$ cat config.mk
export PLATFORM = sky130hd
export DESIGN_NAME = emwr_lane
export DESIGN_NICKNAME = d
export VERILOG_FILES = /design/src/rtl/core/emwr_pkg.sv /design/src/rtl/core/emwr_sqrt.sv /design/src/rtl/core/emwr_lane.sv
export SDC_FILE = /design/constraint.sdc
export NUM_CORES = 2
export LEC_CHECK = 0
export ABC_AREA = 1
export BUFFER_PORTS_ARGS = -buffer_cell sky130_fd_sc_hd__buf_2
export CORE_MARGIN = 8
export CORE_UTILIZATION = 60
export CTS_BUF_LIST = sky130_fd_sc_hd__clkbuf_4 sky130_fd_sc_hd__clkbuf_8
export CTS_CLUSTER_DIAMETER = 120
export DETAILED_ROUTE_END_ITERATION = 16
export PLACE_DENSITY_LB_ADDON = 0.1
export SYNTH_ARGS = -nofsm -noshare
export SYNTH_HDL_FRONTEND = slang
export SYNTH_SLANG_ARGS = --single-unit
export TNS_END_PERCENT = 1
$ cat constraint.sdc
create_clock -name clk_i -period 7.8 [get_ports clk_i]
set_clock_uncertainty 0.2 [all_clocks]
set_input_delay 0.39 -clock clk_i [delete_from_list [all_inputs] [get_ports clk_i]]
set_output_delay 0.39 -clock clk_i [all_outputs]
set_load 0.01 [all_outputs]
$ cat src/rtl/core/emwr_pkg.sv
// ----------------------------------------------------------------------------
// emwr_pkg
// shared constants and control structs of the smoothed moving rms block
// ----------------------------------------------------------------------------
package emwr_pkg;

  // smoothing weight register, unsigned q0.16
  localparam int unsigned WEIGHT_BITS = 16;
  localparam logic [WEIGHT_BITS-1:0] WEIGHT_RESET = 16'd6554;

  // quotient bits produced per divider cycle
  localparam int unsigned DIV_BITS_PER_CYCLE = 4;

  // control from the top level to one lane
  typedef struct packed {
    logic start;  // an input transfer happened, lane begins its item
    logic ack;    // result taken into the output register
  } lane_ctl_t;

  // status from one lane to the top level
  typedef struct packed {
    logic done;   // result is ready and held
  } lane_sts_t;

endpackage

$ cat src/rtl/core/emwr_sqrt.sv
// ----------------------------------------------------------------------------
// emwr_sqrt
// iterative integer square root, one root bit per cycle
// ----------------------------------------------------------------------------
module emwr_sqrt #(
  parameter int unsigned ROOT_W = 20
) (
  input  logic                  clk_i,
  input  logic                  rst_ni,
  input  logic                  start_i,
  input  logic [2*ROOT_W-1:0]   radicand_i,
  output logic                  done_o,
  output logic [ROOT_W-1:0]     root_o
);

  localparam int unsigned CW = $clog2(ROOT_W + 1);

  logic [2*ROOT_W-1:0] rad_q, rad_d;
  logic [ROOT_W:0]     rem_q, rem_d;
  logic [ROOT_W-1:0]   root_q, root_d;
  logic [CW-1:0]       cnt_q, cnt_d;
  logic                run_q, run_d;
  logic                done_q, done_d;

  logic [ROOT_W+2:0]   rem_t;
  logic [ROOT_W+2:0]   trial;

  // one restoring step on the top two radicand bits
  always_comb begin
    rem_t  = {rem_q, rad_q[2*ROOT_W-1 -: 2]};
    trial  = {1'b0, root_q, 2'b01};
    rad_d  = rad_q;
    rem_d  = rem_q;
    root_d = root_q;
    cnt_d  = cnt_q;
    run_d  = run_q;
    done_d = 1'b0;
    if (start_i) begin
      rad_d  = radicand_i;
      rem_d  = '0;
      root_d = '0;
      cnt_d  = CW'(ROOT_W);
      run_d  = 1'b1;
    end else if (run_q) begin
      rad_d = {rad_q[2*ROOT_W-3:0], 2'b00};
      if (rem_t >= trial) begin
        rem_d  = (ROOT_W+1)'(rem_t - trial);
        root_d = {root_q[ROOT_W-2:0], 1'b1};
      end else begin
        rem_d  = (ROOT_W+1)'(rem_t);
        root_d = {root_q[ROOT_W-2:0], 1'b0};
      end
      cnt_d = cnt_q - 1'b1;
      if (cnt_q == CW'(1)) begin
        run_d  = 1'b0;
        done_d = 1'b1;
      end
    end
  end

  // control state
  always_ff @(posedge clk_i or negedge rst_ni) begin
    if (!rst_ni) begin
      cnt_q  <= '0;
      run_q  <= 1'b0;
      done_q <= 1'b0;
    end else begin
      cnt_q  <= cnt_d;
      run_q  <= run_d;
      done_q <= done_d;
    end
  end

  // datapath
  always_ff @(posedge clk_i) begin
    rad_q  <= rad_d;
    rem_q  <= rem_d;
    root_q <= root_d;
  end

  assign done_o = done_q;
  assign root_o = root_q;

endmodule

$ cat src/rtl/core/emwr_lane.sv
// ----------------------------------------------------------------------------
// emwr_lane
// one axis: smoothing, window ring, running square sum, mean and root
// ----------------------------------------------------------------------------
module emwr_lane #(
  parameter int unsigned WINDOW_LENGTH = 100,
  parameter int unsigned FRACTION_BITS = 8,
  parameter int unsigned SAMPLE_BITS   = 12,
  parameter int unsigned PW            = $clog2(WINDOW_LENGTH)
) (
  input  logic                               clk_i,
  input  logic                               rst_ni,
  input  emwr_pkg::lane_ctl_t                ctl_i,
  output emwr_pkg::lane_sts_t                sts_o,
  input  logic [SAMPLE_BITS-1:0]             sample_i,
  input  logic [emwr_pkg::WEIGHT_BITS-1:0]   weight_i,
  input  logic [PW-1:0]                      pos_i,
  input  logic                               full_i,
  output logic [SAMPLE_BITS+FRACTION_BITS-1:0] rms_o
);

  import emwr_pkg::*;

  localparam int unsigned SMW       = SAMPLE_BITS + FRACTION_BITS;
  localparam int unsigned SUM_W     = 2*SMW + $clog2(WINDOW_LENGTH);
  localparam int unsigned DIV_STEPS = (SUM_W + DIV_BITS_PER_CYCLE - 1) / DIV_BITS_PER_CYCLE;
  localparam int unsigned DIV_W     = DIV_STEPS * DIV_BITS_PER_CYCLE;
  localparam int unsigned RW        = $clog2(WINDOW_LENGTH);
  localparam int unsigned DCW       = $clog2(DIV_STEPS + 1);
  localparam int unsigned PRW       = SMW + WEIGHT_BITS + 2;
  localparam logic [RW:0] NVAL      = (RW+1)'(WINDOW_LENGTH);

  // lane sequencer codes
  localparam logic [2:0] ST_IDLE = 3'd0;
  localparam logic [2:0] ST_EMA  = 3'd1;
  localparam logic [2:0] ST_SQN  = 3'd2;
  localparam logic [2:0] ST_SQO  = 3'd3;
  localparam logic [2:0] ST_SUB  = 3'd4;
  localparam logic [2:0] ST_DIV  = 3'd5;
  localparam logic [2:0] ST_ROOT = 3'd6;
  localparam logic [2:0] ST_DONE = 3'd7;

  logic [2:0]          state_q, state_d;
  logic [DCW-1:0]      div_cnt_q, div_cnt_d;
  logic [SMW-1:0]      smooth_q;
  logic [SUM_W-1:0]    sum_q;
  logic [SMW-1:0]      mem_q [WINDOW_LENGTH];
  logic [SMW-1:0]      rd_q;
  logic [SMW-1:0]      gone_q;
  logic [PW-1:0]       pos_q;
  logic                full_q;
  logic signed [PRW-1:0] prod_q;
  logic [2*SMW-1:0]    sq_q;
  logic [DIV_W-1:0]    dq_q;
  logic [RW-1:0]       rem_q;
  logic [SMW-1:0]      rms_q;

  logic [SMW-1:0]          target;
  logic signed [SMW:0]     diff;
  logic signed [WEIGHT_BITS:0] weight_s;
  logic [SMW-1:0]          fresh;
  logic [DIV_W-1:0]        dq_d;
  logic [RW-1:0]           rem_d;
  logic [RW:0]             rem_t;
  logic                    sqrt_start;
  logic                    sqrt_done;
  logic [SMW-1:0]          sqrt_root;

  // smoothing step operands and update
  assign target   = {sample_i, {FRACTION_BITS{1'b0}}};
  assign diff     = $signed({1'b0, target}) - $signed({1'b0, smooth_q});
  assign weight_s = $signed({1'b0, weight_i});
  assign fresh    = smooth_q + prod_q[WEIGHT_BITS +: SMW];

  // divide by the window length, a few quotient bits per cycle
  always_comb begin
    dq_d  = dq_q;
    rem_d = rem_q;
    rem_t = '0;
    for (int i = 0; i < DIV_BITS_PER_CYCLE; i++) begin
      rem_t = {rem_d, dq_d[DIV_W-1]};
      dq_d  = {dq_d[DIV_W-2:0], 1'b0};
      if (rem_t >= NVAL) begin
        rem_d    = RW'(rem_t - NVAL);
        dq_d[0]  = 1'b1;
      end else begin
        rem_d = RW'(rem_t);
      end
    end
  end

  assign sqrt_start = (state_q == ST_DIV) && (div_cnt_q == DCW'(1));

  // sequencer
  always_comb begin
    state_d   = state_q;
    div_cnt_d = div_cnt_q;
    unique case (state_q)
      ST_IDLE: if (ctl_i.start) state_d = ST_EMA;
      ST_EMA:  state_d = ST_SQN;
      ST_SQN:  state_d = ST_SQO;
      ST_SQO:  state_d = ST_SUB;
      ST_SUB: begin
        state_d   = ST_DIV;
        div_cnt_d = DCW'(DIV_STEPS);
      end
      ST_DIV: begin
        div_cnt_d = div_cnt_q - 1'b1;
        if (div_cnt_q == DCW'(1)) state_d = ST_ROOT;
      end
      ST_ROOT: if (sqrt_done) state_d = ST_DONE;
      ST_DONE: if (ctl_i.ack) state_d = ST_IDLE;
      default: state_d = ST_IDLE;
    endcase
  end

  // control state, smoothing state and running square sum
  always_ff @(posedge clk_i or negedge rst_ni) begin
    if (!rst_ni) begin
      state_q   <= ST_IDLE;
      div_cnt_q <= '0;
      smooth_q  <= '0;
      sum_q     <= '0;
    end else begin
      state_q   <= state_d;
      div_cnt_q <= div_cnt_d;
      if (state_q == ST_EMA) smooth_q <= fresh;
      if (state_q == ST_SQO) sum_q <= sum_q + SUM_W'(sq_q);
      if (state_q == ST_SUB) sum_q <= sum_q - SUM_W'(sq_q);
    end
  end

  // window ring, one read and one write per item
  always_ff @(posedge clk_i) begin
    if (state_q == ST_IDLE && ctl_i.start) rd_q <= mem_q[pos_i];
    if (state_q == ST_EMA) mem_q[pos_q] <= fresh;
  end

  // datapath registers
  always_ff @(posedge clk_i) begin
    if (state_q == ST_IDLE && ctl_i.start) begin
      prod_q <= PRW'(weight_s * diff);
      pos_q  <= pos_i;
      full_q <= full_i;
    end
    // entries not yet written since reset read as zero
    if (state_q == ST_EMA) gone_q <= full_q ? rd_q : '0;
    if (state_q == ST_SQN) sq_q <= smooth_q * smooth_q;
    if (state_q == ST_SQO) sq_q <= gone_q * gone_q;
    if (state_q == ST_SUB) begin
      dq_q  <= DIV_W'(sum_q - SUM_W'(sq_q));
      rem_q <= '0;
    end
    if (state_q == ST_DIV) begin
      dq_q  <= dq_d;
      rem_q <= rem_d;
    end
    if (sqrt_done) rms_q <= sqrt_root;
  end

  emwr_sqrt #(
    .ROOT_W (SMW)
  ) u_sqrt (
    .clk_i      (clk_i),
    .rst_ni     (rst_ni),
    .start_i    (sqrt_start),
    .radicand_i (dq_d[2*SMW-1:0]),
    .done_o     (sqrt_done),
    .root_o     (sqrt_root)
  );

  assign sts_o.done = (state_q == ST_DONE);
  assign rms_o      = rms_q;

endmodule

---- Word-level counts from Yosys, hierarchy flattened ----
Memory sizes are Yosys's and may differ from the RTL's. A register that Yosys moved wholly into a read port is not among the register bits.
Cells that the tools add are included.
word-level totals
  memory bits (writable) .................. 2000
  input port bits ......................... 40
  output and inout port bits .............. 21
  bits in latches ......................... 0
  memories kept ........................... 1
  register bits ........................... 341
  word-level logic and storage cells ...... 96
  bits in read-only memories .............. 0
cells by class
  add/subtract/negate cells ............... 12
  reductions and logical operators ........ 8
  equal/unequal tests ..................... 13
  multiplexer cells ....................... 36
  divide/modulo/power cells ............... 0
  multipliers ............................. 3
  shift operators ......................... 0
  bitwise operators ....................... 0
  magnitude comparators ................... 5
memory list
  memory  words  width  rd ports  clocked after Yosys merged registers in  write ports  RTL line         source
  mem_q   100    20     1         1                                        1            emwr_lane.sv:47  logic [SMW-1:0] mem_q [WINDOW_LENGTH];
operators with widths
  operator                                              count
  two-way mux 40 bit                                    4
  two-way mux 48 bit                                    2
  two-way mux 47 bit                                    2
  multiplier 20 x 20 -> 40 bit                          2
  subtractor 47 x 40 -> 48 bit                          1
  adder 47 x 40 -> 47 bit                               1
  subtractor 47 x 40 -> 47 bit                          1
  two-way mux 7 bit                                     6
  multiplier 17 x 21 -> 36 bit                          1
  >= comparator 8 x 7 -> 1 bit (second input constant)  4
  subtractor 7 bit (second input constant)              4
  case mux 3 bit (8 select lines)                       1
  >= comparator 23 x 22 -> 1 bit                        1
  two-way mux 21 bit                                    1
  subtractor 20 x 20 -> 21 bit                          1
  subtractor 21 bit                                     1
  adder 20 bit                                          1
  two-way mux 1 bit                                     13
  == test 3 bit (second input constant)                 4
  two-way mux 3 bit                                     4
  two-way mux 5 bit                                     2
  case mux 4 bit (2 select lines)                       1
  nonzero test 2 bit                                    4
  == test 3 x 2 -> 1 bit (second input constant)        2
  10 further kinds                                      13

---- Logic depth before layout (Yosys ltp) ----
  depth in word-level cells ............... 9
  mapped depth ............................ 41
  gate-level depth less buffers ........... 39

---- Modules after synthesis ----
A second synthesis with hierarchy kept.
unflattened totals
  cells, all modules ...................... 13047
  area, all modules ....................... 135753.9 µm²
modules (own cells, without submodules)
  module     instances  area an instance (µm²)  sequential area each (µm²)  cells each
  emwr_lane  1          130774.2                67374.6                     12373
  emwr_sqrt  1          4979.8                  2197.1                      674

---- Least setup slack after synthesis ----
No wires, ideal clock.
  kind .................................... register to register
  start point ............................. reg smooth_q[8]
  end point ............................... reg prod_q[35], data pin
  required time ........................... 7.324 ns
  clock period less this slack ............ 8.143 ns
  path buffers ............................ 2
  arrival time ............................ 7.667 ns
  setup time .............................. 0.276 ns
  path slack .............................. -0.343 ns
  cell stages (with the launch flop) ...... 41
  cell sequence ........................... dfrtp_1 > clkbuf_1 > inv_1 > ha_1 > nand2_1 > nor3_1 > nand2_1 > nand3_1 > nand2_1 > nand2_1 > a21oi_1 > o21bai_1 > a21oi_1 > o21bai_1 > nand2_1 > nand2_1 > a21oi_1 > or2_1 > (+5 left out) > fa_1 > fa_1 > inv_1 > fa_1 > fa_1 > inv_1 > fa_1 > inv_1 > ha_1 > nand2_1 > nor4_1 > nand3_1 > nand3_1 > nand4_1 > o211ai_1 > a21oi_1 > o311ai_0 > xor2_1
between the ends
  cells in the longest elaborated chain, start to end .. 2
RTL lines
  element                       RTL line          source
  start: declaration            emwr_lane.sv:45   logic [SMW-1:0] smooth_q;
  start signal: assignment      emwr_lane.sv:127  if (state_q == ST_EMA) smooth_q <= fresh;
  subtractor 20 x 20 -> 21 bit  emwr_lane.sv:71   assign diff = $signed({1'b0, target}) - $signed({1'b0, smooth_q});
  multiplier 17 x 21 -> 36 bit  emwr_lane.sv:142  prod_q <= PRW'(weight_s * diff);
  end signal: assignment        emwr_lane.sv:142
  end: declaration              emwr_lane.sv:52   logic signed [PRW-1:0] prod_q;
No other way between the ends.
A chain may end at the register's enable or synchronous reset.

---- Final worst setup path ----
  start point ............................. reg smooth_q[1]
  end point ............................... reg prod_q[35], data pin
Same word-level chain as after synthesis.

==> flow_metrics.py <==
metrics = {
    "finish": {
        "fin_nets": 14700,
        "nFillCells": 17600,
        "final_core_util_pct": 66.6,
        "area_growth_pct": 10.4,
        "drive_above_1_share_pct": 10.6,
        "multiInputGateArea_sq_um": 57700,
        "seq_area_sq_um": 69600,
    },
    "synthesis": {
        "synth_flop_cell": "edfxtp_1",
        "synth.distinct_cells": 65,
        "syn_inst": 12900,
        "syn_area_sq_um": 136000,
        "synth.most_common_cell": "edfxtp_1",
        "ys_seq_area_share_pct": 51.3,
        "synthArstFlopShare_pct": 3.46,
        "netlist.area_leader.share_pct": 49.2,
        "synth_area_leaders": "edfxtp_1 49%, fa_1 13%, o21ai_0 5.6%",
        "synth_seq_cells": 2344,
        "synth_commonest_cells": "2222 x edfxtp_1, 1855 x inv_1, 1762 x nor2_1",
        "syn_nets": 14400,
        "synth_warnings": 0,
        "yosysTopAreaCell": "edfxtp_1",
        "avgSynthCellArea_sq_um": 10.5,
        "synth-edff-count": 2222,
    },
    "hold_path": {
        "hold_path_class": "input port to flop",
    },
    "die": {
        "die_area_sq_um": 241000,
        "row_count": 174,
        "die_w_microns": 491,
        "die_h_microns": 491,
        "ioPinCount": 61,
        "initial_core_util_pct": 60.3,
        "core-area_sq_um": 225000,
    },
    "timing": {
        "post-route-period-util_pct": 101,
        "hold_viol": 0,
        "slew_headroom_pct": 11.6,
        "rsz0062_at_grt": "yes",
        "setup_viol": 3,
        "worstMarginPinSlew_ps": 1320,
        "layout_setup_ws_ps": -56.6,
        "max_freq_mhz": 127,
        "drv_slew": 0,
        "layout_min_cycle_time_ps": 7860,
    },
    "clock_tree": {
        "root_buffer": "clkbuf_8",
        "clockBufferDepth": 4,
        "cts_made_buffers": 390,
        "tritoncts": "done",
        "htreeDepth": 5,
        "clk_pin_slew_ps": 60,
        "cts.sinks": 2344,
        "clk_latency_ps": 1100,
    },
    "worst_setup_path": {
        "worstSetupStartpointType": "flop",
        "crit_type": "flop to flop",
        "cp-end-kind": "flop",
        "reg2reg_slack_ps": -60,
        "slowest_stage": "fa_1",
        "crit_arrival_ps": 8410,
        "critPathMaxStageDelay_ps": 530,
        "crit_required_ps": 8350,
        "critPathBufInv": 13,
        "path_max_fanout": 4,
        "path_common_cell": "buf_4",
        "critical_path.top_delay_family": "adder cells",
    },
    "outcome": {
        "status": "finished, violations left",
        "violations": "negative setup slack",
    },
    "route": {
        "via_per_inst": 5.97,
        "wl_met2_microns": 182000,
        "top_layer_used": "met5",
        "wl_met1_microns": 155000,
        "drtAntennaViolNets": 0,
        "drt_pass1_iterations": 6,
        "wl_per_cell_microns": 23.3,
        "drt_iter0_markers": 10400,
        "drc": 0,
        "vias": 98800,
        "drt_wl_total_microns": 385000,
        "routed-wl-met3_microns": 32000,
    },
    "grt": {
        "grt_pass1_vias": 99200,
        "antenna_found_initial": 9,
        "grt-ovfl-total": 0,
        "grt_max_degree": 177,
        "grt_pass1_wl_microns": 588000,
        "grt.total_usage_pct": 31.2,
    },
    "run": {
        "drv_cap": 0,
    },
    "place": {
        "port_buffers": 60,
        "hpwl_microns": 252000,
        "place_congestion": 0.942,
    },
}
worst min-delay path, cell delays in order:
cell	delay (ps)
buf_2	140
nand2_1	200
a21oi_1	180
xor2_1	170
xor2_1	160
logic make-up after synthesis:
kind of cell | count (synthesis) | share of synthesized area [%]
AO/OA/AOI/OAI | 2843 | 11.7
XOR/XNOR | 194 | 1.25
adder cells (fa/ha/maj) | 1421 | 18.0
buffers and inverters | 2499 | 6.94
flip-flops | 2344 | 51.3
AND/OR/NAND/NOR | 3647 | 10.7
final cells by class:
type                            instances  area share (%)
Clock inverter                        161           0.573
Multi-Input combinational cell       8105            38.6
Timing Repair Buffer                  519            2.74
Inverter                             1876            4.73
Clock buffer                          531            4.37
Antenna cell                           11          0.0184
Sequential cell                      2344            46.5
Tap cell                             2992            2.50
path summary, 6_finish.rpt:
kind	start	end	cells after the start
max in group asynchronous	rst_ni	smooth_q[15]	4
worst min register to register	dq_q[43]	dq_q[47]	1
min in group asynchronous	rst_ni	u_sqrt.cnt_q[3]	4
worst max register to register	smooth_q[1]	prod_q[35]	35
worst min-delay path	weight_i[15]	prod_q[35]	5
worst max-delay path	smooth_q[1]	prod_q[35]	35
metrics by stage:
step	setup TNS, ps	cells	setup WS (ps)	area, sq um	hold slack (ps)
global route	-2110	16500	-347	150000	132
detailed placement	-4880	15800	-644	141000	164
global placement	-4560	15800	-576	141000	158
floorplan	0	12900	5.15	136000	-106
finish	-125	16500	-56.6	150000	155
CTS	-22.2	16500	-13.5	149000	9.45
flip-flops by register name, summed over array words and instances, names as in the netlist, 3 cells and up:
signal         cells
gone_q            20
u_sqrt.rad_q      40
smooth_q          20
div_cnt_q          4
sum_q             47
u_sqrt.rem_q      21
mem_q           2000
u_sqrt.cnt_q       5
rem_q              7
state_q            3
pos_q              7
dq_q              48
rd_q              20
sq_q              39
prod_q            20
u_sqrt.root_o     20
rms_o             20
placed cells by master (no fill, tap or decap), types with 123 or more instances in the layout:
cell	count
clkbuf_4	123
nor2_1	1648
edfxtp_1	2222
o21ai_0	1513
clkbuf_8	409
o22ai_1	498
a21oi_1	408
ha_1	523
inv_1	1835
nand2_1	1487
nand3_1	168
buf_4	419
fa_1	877
repair_timing:
item	in CTS	in global routing
endpoints found under the hold margin	106	0
setup endpoints to repair	12	24
gates resized for setup	79	61
pin swaps	59	57
setup buffers	21	9
hold buffers	12	0
per-layer routing:
| metal | global-route usage, % | vias to the layer above |
|---|---|---|
| li1 | - | 44400 |
| met1 | 42.8 | 48900 |
| met2 | 50.5 | 4671 |
| met3 | 4.75 | 854 |
| met4 | 12.7 | 4 |
| met5 | 0 | - |
Power is left out: the tool's default activity adds up to more than one toggle a clock period on the data nets, which glitch-free logic cannot reach.
